**src/sv/hrsp_pkg.sv**
```systemverilog
package hrsp_pkg;

  localparam int TICK_COUNT_BITS_DEF = 16;

  localparam int MUL_STEPS = 16;
  localparam int DIV_STEPS = 32;

  localparam logic [16:0] FULL_CIRCLE = 17'd36000;
  localparam logic [15:0] HALF_CIRCLE = 16'd18000;
  localparam logic [15:0] TOLERANCE = 16'd150;
  localparam logic [15:0] NEAR_FULL = 16'd35850;
  localparam logic [15:0] Q15_MAX = 16'd32767;

  typedef enum logic [2:0] {
    CFG_TARGET_ANGLE   = 3'd0,
    CFG_ABSOLUTE_MODE  = 3'd1,
    CFG_MIN_SPEED      = 3'd2,
    CFG_RAMP_DOWN_ZONE = 3'd3,
    CFG_RAMP_UP_TICKS  = 3'd4,
    CFG_TIMEOUT_TICKS  = 3'd5
  } cfg_idx_e;

  typedef enum logic [4:0] {
    S_IDLE = 5'b00001,
    S_WRAP = 5'b00010,
    S_MUL  = 5'b00100,
    S_DIV  = 5'b01000,
    S_OUT  = 5'b10000
  } state_e;

  typedef struct packed {
    logic              cmd;
    logic signed [15:0] yaw;
  } in_word_t;

  typedef struct packed {
    logic signed [15:0] turn_speed;
    logic               done_res;
    logic               timed_out;
  } out_word_t;

endpackage

```
**src/sv/hrsp_mul.sv**
```systemverilog
module hrsp_mul
  import hrsp_pkg::*;
(
  input  logic        clk_i,
  input  logic        rst_ni,
  input  logic        start_i,
  input  logic [15:0] a_i,
  input  logic [15:0] b_i,
  output logic        done_o,
  output logic [31:0] prod_o
);

  localparam int CNT_W = $clog2(MUL_STEPS);
  localparam logic [CNT_W-1:0] LAST = CNT_W'(MUL_STEPS - 1);

  logic [15:0]      a_q, a_d;
  logic [31:0]      p_q, p_d;
  logic [CNT_W-1:0] cnt_q, cnt_d;
  logic             busy_q, busy_d;
  logic             done_q, done_d;
  logic [16:0]      sum;

  // add the multiplicand into the upper half when the low bit is set, then shift one bit right
  assign sum = {1'b0, p_q[31:16]} + (p_q[0] ? {1'b0, a_q} : 17'd0);

  always_comb begin
    a_d    = a_q;
    p_d    = p_q;
    cnt_d  = cnt_q;
    busy_d = busy_q;
    done_d = 1'b0;
    if (start_i) begin
      a_d    = a_i;
      p_d    = {16'd0, b_i};
      cnt_d  = '0;
      busy_d = 1'b1;
    end else if (busy_q) begin
      p_d   = {sum, p_q[15:1]};
      cnt_d = cnt_q + 1'b1;
      if (cnt_q == LAST) begin
        busy_d = 1'b0;
        done_d = 1'b1;
      end
    end
  end

  always_ff @(posedge clk_i or negedge rst_ni) begin
    if (!rst_ni) begin
      cnt_q  <= '0;
      busy_q <= 1'b0;
      done_q <= 1'b0;
    end else begin
      cnt_q  <= cnt_d;
      busy_q <= busy_d;
      done_q <= done_d;
    end
  end

  always_ff @(posedge clk_i) begin
    a_q <= a_d;
    p_q <= p_d;
  end

  assign done_o = done_q;
  assign prod_o = p_q;

endmodule

```
**src/sv/hrsp_div.sv**
```systemverilog
module hrsp_div
  import hrsp_pkg::*;
(
  input  logic        clk_i,
  input  logic        rst_ni,
  input  logic        start_i,
  input  logic [31:0] dvd_i,
  input  logic [15:0] den_i,
  output logic        done_o,
  output logic [15:0] quo_o
);

  localparam int CNT_W = $clog2(DIV_STEPS);
  localparam logic [CNT_W-1:0] LAST = CNT_W'(DIV_STEPS - 1);

  logic [15:0]      den_q, den_d;
  logic [15:0]      rem_q, rem_d;
  logic [31:0]      dvd_q, dvd_d;
  logic [CNT_W-1:0] cnt_q, cnt_d;
  logic             busy_q, busy_d;
  logic             done_q, done_d;
  logic [16:0]      trial;
  logic             fits;

  // restoring step, quotient bits shift into the dividend register
  assign trial = {rem_q, dvd_q[31]};
  assign fits  = trial >= {1'b0, den_q};

  always_comb begin
    den_d  = den_q;
    rem_d  = rem_q;
    dvd_d  = dvd_q;
    cnt_d  = cnt_q;
    busy_d = busy_q;
    done_d = 1'b0;
    if (start_i) begin
      den_d  = den_i;
      rem_d  = '0;
      dvd_d  = dvd_i;
      cnt_d  = '0;
      busy_d = 1'b1;
    end else if (busy_q) begin
      rem_d = fits ? 16'(trial - {1'b0, den_q}) : trial[15:0];
      dvd_d = {dvd_q[30:0], fits};
      cnt_d = cnt_q + 1'b1;
      if (cnt_q == LAST) begin
        busy_d = 1'b0;
        done_d = 1'b1;
      end
    end
  end

  always_ff @(posedge clk_i or negedge rst_ni) begin
    if (!rst_ni) begin
      cnt_q  <= '0;
      busy_q <= 1'b0;
      done_q <= 1'b0;
    end else begin
      cnt_q  <= cnt_d;
      busy_q <= busy_d;
      done_q <= done_d;
    end
  end

  always_ff @(posedge clk_i) begin
    den_q <= den_d;
    rem_q <= rem_d;
    dvd_q <= dvd_d;
  end

  assign done_o = done_q;
  assign quo_o  = dvd_q[15:0];

endmodule

```
**src/sv/heading_rotate_speed_profile.sv**
```systemverilog
// start word: S_WRAP subtracts 36000 once a cycle to wrap the goal, then S_OUT
// tick word in a speed ramp: 16-step serial multiply then 32-step divide, then S_OUT
// other tick words go to S_OUT; one word at a time, result held in an output register
// next word taken the cycle after the result loads; S_OUT waits while the output stalls
// reset (rst_ni low, asynchronous) gives idle, zero headings and default register values
module heading_rotate_speed_profile
  import hrsp_pkg::*;
#(
  parameter int TICK_COUNT_BITS = TICK_COUNT_BITS_DEF
) (
  input  logic        clk_i,
  input  logic        rst_ni,
  input  logic        cfg_we_i,
  input  logic [2:0]  cfg_idx_i,
  input  logic [16:0] cfg_wdata_i,
  input  logic        in_valid_i,
  output logic        in_stall_o,
  input  in_word_t    in_data_i,
  output logic        out_valid_o,
  input  logic        out_stall_i,
  output out_word_t   out_data_o
);

  localparam int CW = (TICK_COUNT_BITS > 16) ? TICK_COUNT_BITS : 16;

  logic signed [16:0] target_q;
  logic               abs_mode_q;
  logic [14:0]        min_speed_q;
  logic [14:0]        rdz_q;
  logic [15:0]        rut_q;
  logic [15:0]        tmo_q;

  state_e state_q, state_d;
  logic [15:0] goal_q, goal_d;
  logic [15:0] present_q, present_d;
  logic        cw_q, cw_d;
  logic [TICK_COUNT_BITS-1:0] tick_q, tick_d;
  logic        active_q, active_d;
  logic [17:0] wrap_q, wrap_d;
  logic [15:0] den_q, den_d;
  out_word_t   res_q, res_d;
  out_word_t   out_q, out_d;
  logic        out_valid_q, out_valid_d;

  logic               in_acc;
  logic signed [17:0] yaw_s;
  logic [16:0]        yaw_u;
  logic [15:0]        heading;
  logic signed [18:0] goal_s;
  logic [TICK_COUNT_BITS-1:0] tick_inc;
  logic [CW-1:0]      tick_ext;
  logic [16:0]        diff;
  logic [15:0]        diff_abs;
  logic [14:0]        err;
  logic [16:0]        arr_diff;
  logic [15:0]        arr_abs;
  logic               finished;
  logic               timeout;
  logic [15:0]        span;
  logic               ramp_down;
  logic               ramp_up;
  logic               mul_start;
  logic [15:0]        mul_b;
  logic               mul_done;
  logic [31:0]        mul_prod;
  logic               div_done;
  logic [15:0]        div_quo;
  logic [15:0]        speed;
  logic [15:0]        wrap_goal;

  assign in_acc     = in_valid_i && !in_stall_o;
  assign in_stall_o = (state_q != S_IDLE);

  // yaw to heading, 0..35999
  assign yaw_s   = 18'(in_data_i.yaw) + 18'sd36000;
  assign yaw_u   = yaw_s[16:0];
  assign heading = (yaw_u >= FULL_CIRCLE) ? 16'(yaw_u - FULL_CIRCLE) : yaw_u[15:0];

  assign goal_s = (abs_mode_q ? 19'(target_q) : 19'(target_q) + $signed({3'b000, heading}))
                  + 19'sd72000;

  assign tick_inc = (tick_q != '1) ? tick_q + 1'b1 : tick_q;
  assign tick_ext = CW'(tick_inc);

  // wrapped error of the heading held before this tick
  assign diff     = {1'b0, present_q} - {1'b0, goal_q};
  assign diff_abs = diff[16] ? 16'(-diff) : diff[15:0];
  assign err      = (diff_abs > HALF_CIRCLE) ? 15'(FULL_CIRCLE - {1'b0, diff_abs})
                                             : diff_abs[14:0];

  assign arr_diff = {1'b0, goal_q} - {1'b0, heading};
  assign arr_abs  = arr_diff[16] ? 16'(-arr_diff) : arr_diff[15:0];
  assign finished = (heading != present_q) && ((arr_abs < TOLERANCE) || (arr_abs > NEAR_FULL));
  assign timeout  = tick_ext >= CW'(tmo_q);

  assign span      = 16'(17'h08000 - {2'b00, min_speed_q});
  assign ramp_down = err < rdz_q;
  assign ramp_up   = tick_ext < CW'(rut_q);
  assign mul_b     = ramp_down ? {1'b0, err} : tick_ext[15:0];
  assign mul_start = in_acc && in_data_i.cmd && active_q && (ramp_down || ramp_up);

  assign speed     = {1'b0, min_speed_q} + div_quo;
  assign wrap_goal = wrap_q[15:0];

  hrsp_mul u_mul (
    .clk_i   (clk_i),
    .rst_ni  (rst_ni),
    .start_i (mul_start),
    .a_i     (span),
    .b_i     (mul_b),
    .done_o  (mul_done),
    .prod_o  (mul_prod)
  );

  hrsp_div u_div (
    .clk_i   (clk_i),
    .rst_ni  (rst_ni),
    .start_i (mul_done),
    .dvd_i   (mul_prod),
    .den_i   (den_q),
    .done_o  (div_done),
    .quo_o   (div_quo)
  );

  always_comb begin
    state_d     = state_q;
    goal_d      = goal_q;
    present_d   = present_q;
    cw_d        = cw_q;
    tick_d      = tick_q;
    active_d    = active_q;
    wrap_d      = wrap_q;
    den_d       = den_q;
    res_d       = res_q;
    out_d       = out_q;
    out_valid_d = out_valid_q && out_stall_i;
    case (state_q)
      S_IDLE: begin
        if (in_acc) begin
          res_d = '0;
          if (!in_data_i.cmd) begin
            present_d = heading;
            wrap_d    = goal_s[17:0];
            tick_d    = '0;
            active_d  = 1'b1;
            state_d   = S_WRAP;
          end else if (!active_q) begin
            state_d = S_OUT;
          end else begin
            tick_d          = tick_inc;
            present_d       = heading;
            res_d.done_res  = timeout || finished;
            res_d.timed_out = timeout;
            if (timeout || finished) begin
              active_d = 1'b0;
            end
            if (ramp_down) begin
              den_d   = {1'b0, rdz_q};
              state_d = S_MUL;
            end else if (ramp_up) begin
              den_d   = rut_q;
              state_d = S_MUL;
            end else begin
              res_d.turn_speed = cw_q ? Q15_MAX : 16'(-Q15_MAX);
              state_d          = S_OUT;
            end
          end
        end
      end
      S_WRAP: begin
        if (wrap_q >= 18'(FULL_CIRCLE)) begin
          wrap_d = wrap_q - 18'(FULL_CIRCLE);
        end else begin
          goal_d = wrap_goal;
          if (wrap_goal > present_q) begin
            cw_d = (wrap_goal - present_q) < HALF_CIRCLE;
          end else begin
            cw_d = (present_q - wrap_goal) > HALF_CIRCLE;
          end
          state_d = S_OUT;
        end
      end
      S_MUL: begin
        if (mul_done) begin
          state_d = S_DIV;
        end
      end
      S_DIV: begin
        if (div_done) begin
          res_d.turn_speed = cw_q ? speed : 16'(-speed);
          state_d          = S_OUT;
        end
      end
      S_OUT: begin
        if (!out_valid_q || !out_stall_i) begin
          out_d       = res_q;
          out_valid_d = 1'b1;
          state_d     = S_IDLE;
        end
      end
      default: begin
        state_d = S_IDLE;
      end
    endcase
  end

  always_ff @(posedge clk_i or negedge rst_ni) begin
    if (!rst_ni) begin
      target_q    <= '0;
      abs_mode_q  <= 1'b0;
      min_speed_q <= 15'd8192;
      rdz_q       <= 15'd3000;
      rut_q       <= 16'd25;
      tmo_q       <= 16'd250;
    end else if (cfg_we_i) begin
      case (cfg_idx_i)
        CFG_TARGET_ANGLE:   target_q    <= $signed(cfg_wdata_i);
        CFG_ABSOLUTE_MODE:  abs_mode_q  <= cfg_wdata_i[0];
        CFG_MIN_SPEED:      min_speed_q <= cfg_wdata_i[14:0];
        CFG_RAMP_DOWN_ZONE: rdz_q       <= cfg_wdata_i[14:0];
        CFG_RAMP_UP_TICKS:  rut_q       <= cfg_wdata_i[15:0];
        CFG_TIMEOUT_TICKS:  tmo_q       <= cfg_wdata_i[15:0];
        default: begin
        end
      endcase
    end
  end

  always_ff @(posedge clk_i or negedge rst_ni) begin
    if (!rst_ni) begin
      state_q     <= S_IDLE;
      goal_q      <= '0;
      present_q   <= '0;
      cw_q        <= 1'b0;
      tick_q      <= '0;
      active_q    <= 1'b0;
      out_valid_q <= 1'b0;
    end else begin
      state_q     <= state_d;
      goal_q      <= goal_d;
      present_q   <= present_d;
      cw_q        <= cw_d;
      tick_q      <= tick_d;
      active_q    <= active_d;
      out_valid_q <= out_valid_d;
    end
  end

  always_ff @(posedge clk_i) begin
    wrap_q <= wrap_d;
    den_q  <= den_d;
    res_q  <= res_d;
    out_q  <= out_d;
  end

  assign out_valid_o = out_valid_q;
  assign out_data_o  = out_q;

endmodule
```
**config.mk**
```make
export PLATFORM = sky130hd
export DESIGN_NAME = heading_rotate_speed_profile
export DESIGN_NICKNAME = d
export VERILOG_FILES = /design/src/sv/hrsp_pkg.sv /design/src/sv/hrsp_mul.sv /design/src/sv/hrsp_div.sv /design/src/sv/heading_rotate_speed_profile.sv
export SDC_FILE = /design/constraint.sdc
export NUM_CORES = 1
export LEC_CHECK = 0
export ABC_AREA = 1
export BUFFER_PORTS_ARGS = -buffer_cell sky130_fd_sc_hd__buf_4
export CAP_MARGIN = 20
export CORE_ASPECT_RATIO = 0.75
export CORE_MARGIN = 1
export CORE_UTILIZATION = 50
export DETAILED_ROUTE_END_ITERATION = 12
export HOLD_SLACK_MARGIN = 0.08
export PLACE_DENSITY_LB_ADDON = 0.05
export REMOVE_ABC_BUFFERS = 1
export SLEW_MARGIN = 20
export SYNTH_ARGS = -nofsm -noshare
export SYNTH_HDL_FRONTEND = slang
export SYNTH_HIERARCHICAL = 1
export SYNTH_SLANG_ARGS = --single-unit
export TNS_END_PERCENT = 30
```
**constraint.sdc**
```tcl
create_clock -name clk_i -period 12.3 [get_ports clk_i]
set_input_delay 1.23 -clock clk_i [delete_from_list [all_inputs] [get_ports clk_i]]
set_output_delay 1.23 -clock clk_i [all_outputs]
set_load 0.01 [all_outputs]
```
==> impl_metrics.env <==
export IMPL_die_area_sq_um=49440
export IMPL_layout_nets=3554
export IMPL_chipHeight_microns=192.8
export IMPL_crit_path_frequent_cell="nand2_1"
export IMPL_rsz0062_at_grt="no"
export IMPL_yosysTopAreaCellShare_pct=18.56
export IMPL_num_io_pins=62
export IMPL_hold_class="reg -> reg"
export IMPL_route_detailed_wl_per_inst_microns=18.65
export IMPL_async_flop_share_pct=45.02
export IMPL_finalClockSkew_ps=22.30
export IMPL_finalSetupViolations=0
export IMPL_gp_congestion=0.9985
export IMPL_reg2reg_depth=37
export IMPL_syn_inst=3295
export IMPL_synth_top_family_by_area="simple AND/OR/NAND/NOR gates"
export IMPL_synth_compound_area_share_pct=12.58
export IMPL_die_w_microns=256.4
export IMPL_clk_pin_slew_worst_paths_ps=70
export IMPL_drt_pass1_iterations=6
export IMPL_outcome="finished, final reports clean"
export IMPL_arrival_ps=7710
export IMPL_finalMaxSlewViolations=0
export IMPL_yosysTopAreaCell="edfxtp_1"
export IMPL_coreArea_sq_um=47660
export IMPL_cts_tree="built"
export IMPL_synth_cell_type_count=69
export IMPL_avgViaCountPerCell=5.452
export IMPL_start_kind="flip-flop"
export IMPL_synth_edf_count=150
export IMPL_maxCapViolCount=0
export IMPL_drtIter0Drc=2374
export IMPL_r2r_end="u_mul/prod_o[3]"
export IMPL_synthMuxAreaShare_pct=0.04124
export IMPL_final_cell_mix="nand2_1, inv_1, o21ai_0, ha_1, nor2_1"
export IMPL_yosys_most_used_dff="edfxtp_1"
export IMPL_cts_buffer_depth=3
export IMPL_r2r_start="present_q[0]"
export IMPL_drc_errors=0
export IMPL_startpoint="present_q[0]"
export IMPL_antenna_left=0
export IMPL_insertion_delay_ps=540
export IMPL_worstSetupPathType="reg -> reg"
export IMPL_synth_xor_xnor_area_share_pct=4.500
export IMPL_grt_pass1_vias=19940
export IMPL_fmax_mhz=132.4
export IMPL_num_rows=69
export IMPL_slowest_delay_ps=550
export IMPL_antenna_found_initial=1
export IMPL_endpoint="u_mul/prod_o[3]"
export IMPL_port_buffers=61
export IMPL_slowest_stage="inv_1"
export IMPL_min_period_ps=7553
export IMPL_clkSinkCount=331
export IMPL_ys_warn_count=6
export IMPL_track_usage_pct=30.27
export IMPL_dp_slack_ps=4566
export IMPL_setup_slack_ps=4747
export IMPL_syn_area_per_cell_sq_um=7.366
export IMPL_end_kind="flip-flop"
export IMPL_cp_required_ps=12460
export IMPL_cts_root_buffer="clkbuf_16"
export IMPL_yosys_register_bits=331
export IMPL_num_vias=21800
export IMPL_rrSetupSlack_ps=4750
export IMPL_slew_headroom_pct=31.59
export IMPL_hold_path_startpoint="den_q[12]"
export IMPL_cts_buffers=37
export IMPL_post_cts_buffers=0
export IMPL_cts_max_level=2
export IMPL_fin_util_pct=55.46
export IMPL_synthAdderAreaFrac_pct=9.516
export IMPL_hold_violations=0
export IMPL_critPathMaxFanout=36
export IMPL_dp_hpwl_microns=59860
export IMPL_wirelength_microns=74570
export IMPL_grt_pass1_wl_microns=114700
export IMPL_yosysSeqAreaShare_pct=36.65
export IMPL_post_place_cells=3928
export IMPL_setup_tns_ps=0
export IMPL_cts_resized=0
export IMPL_worst_pin_slew_ps=1023
export IMPL_syn_to_final_growth_pct=8.893
export IMPL_gr_total_overflow=0
export IMPL_cts_hold_buf=0
export IMPL_final_common_cell="nand2_1"
export IMPL_period_share_pct=61.41
export IMPL_drive_gt1_share_pct=7.800
export IMPL_syn_area_sq_um=24270
export IMPL_final_cells=3999
export IMPL_grt_max_degree=62
export IMPL_synthTopCellsByArea="edfxtp_1, nand2_1, dfrtp_1"
export IMPL_synthSimpleGateAreaFrac_pct=26.59
export IMPL_start_util_pct=50.93
## state kept, by name (all words and copies together), names as in the netlist, 15 cells and up
signal	count
present_q	16
res_q	18
u_mul/prod_o	32
u_mul/a_q	16
u_div/den_q	16
tmo_q	16
goal_q	16
wrap_q	18
rdz_q	15
min_speed_q	15
rut_q	16
tick_q	16
u_div/rem_q	16
den_q	16
target_q	17
out_data_o	18
u_div/dvd_q	32
## Yosys cell counts (all sizes together) (23+ instances only)
cell,n
nand2,986
inv,525
o21ai,281
nor2,187
nand3,181
ha,175
a21oi,159
edfxtp,150
dfrtp,131
xor2,98
nor3,63
clkbuf,49
buf,38
dfxtp,32
nand4,27
xnor2,25
nand3b,23
## worst max-delay path, delay by kind of cell, from the launching register on
kind,cells,cell delay [ps]
AO/OA/AOI/OAI,15,2770
AND/OR/NAND/NOR,12,1430
buffers and inverters,6,1370
adder cells (fa/ha/maj),3,860
flip-flops,1,420
XOR/XNOR,1,310
## through the flow
stage / hold slack (ps) / area [sq um]
finish: 410.7 / 26430
global route: 419.6 / 26430
CTS: 412.8 / 26400
detailed placement: 404.5 / 25230
global placement: 401.6 / 25230
floorplan: 400.3 / 23800
## final cells by class
class | count | area, sq um
inverters | 528 | 1982
flip-flops and latches | 331 | 8897
fillers | 4610 | 21230
repair buffers | 84 | 638.1
well taps | 639 | 799.5
multi-input cells | 2349 | 12940
diodes | 1 | 2.502
clock inverters | 14 | 141.4
clock buffers | 53 | 1027
## how the worst min path moves through the flow
stage / end / slack (ps) / cells past startpoint
after floorplan: out_data_o[0] / 400 / 0
after detailed placement: out_data_o[6] / 400 / 0
after global routing: u_div/den_q[12] / 420 / 0
final: u_div/den_q[12] / 410 / 0
after global placement: out_data_o[5] / 400 / 0
after CTS: u_div/den_q[12] / 410 / 0
## routing by layer
layer  share of wire (%)  track usage [%]
met5                0.15            1.389
met4                 1.5            5.357
met3                  12            11.10
met2                  35            38.16
met1                  51            47.65
## logic make-up after synthesis
family,Yosys count
fa+ha+maj,181
simple gates,1494
compound gates,550
buf+inv,615
mux,1
flops,331
xor+xnor,123
Power is left out: the tool's default activity adds up to more than one toggle a clock period on the data nets, which glitch-free logic cannot reach.
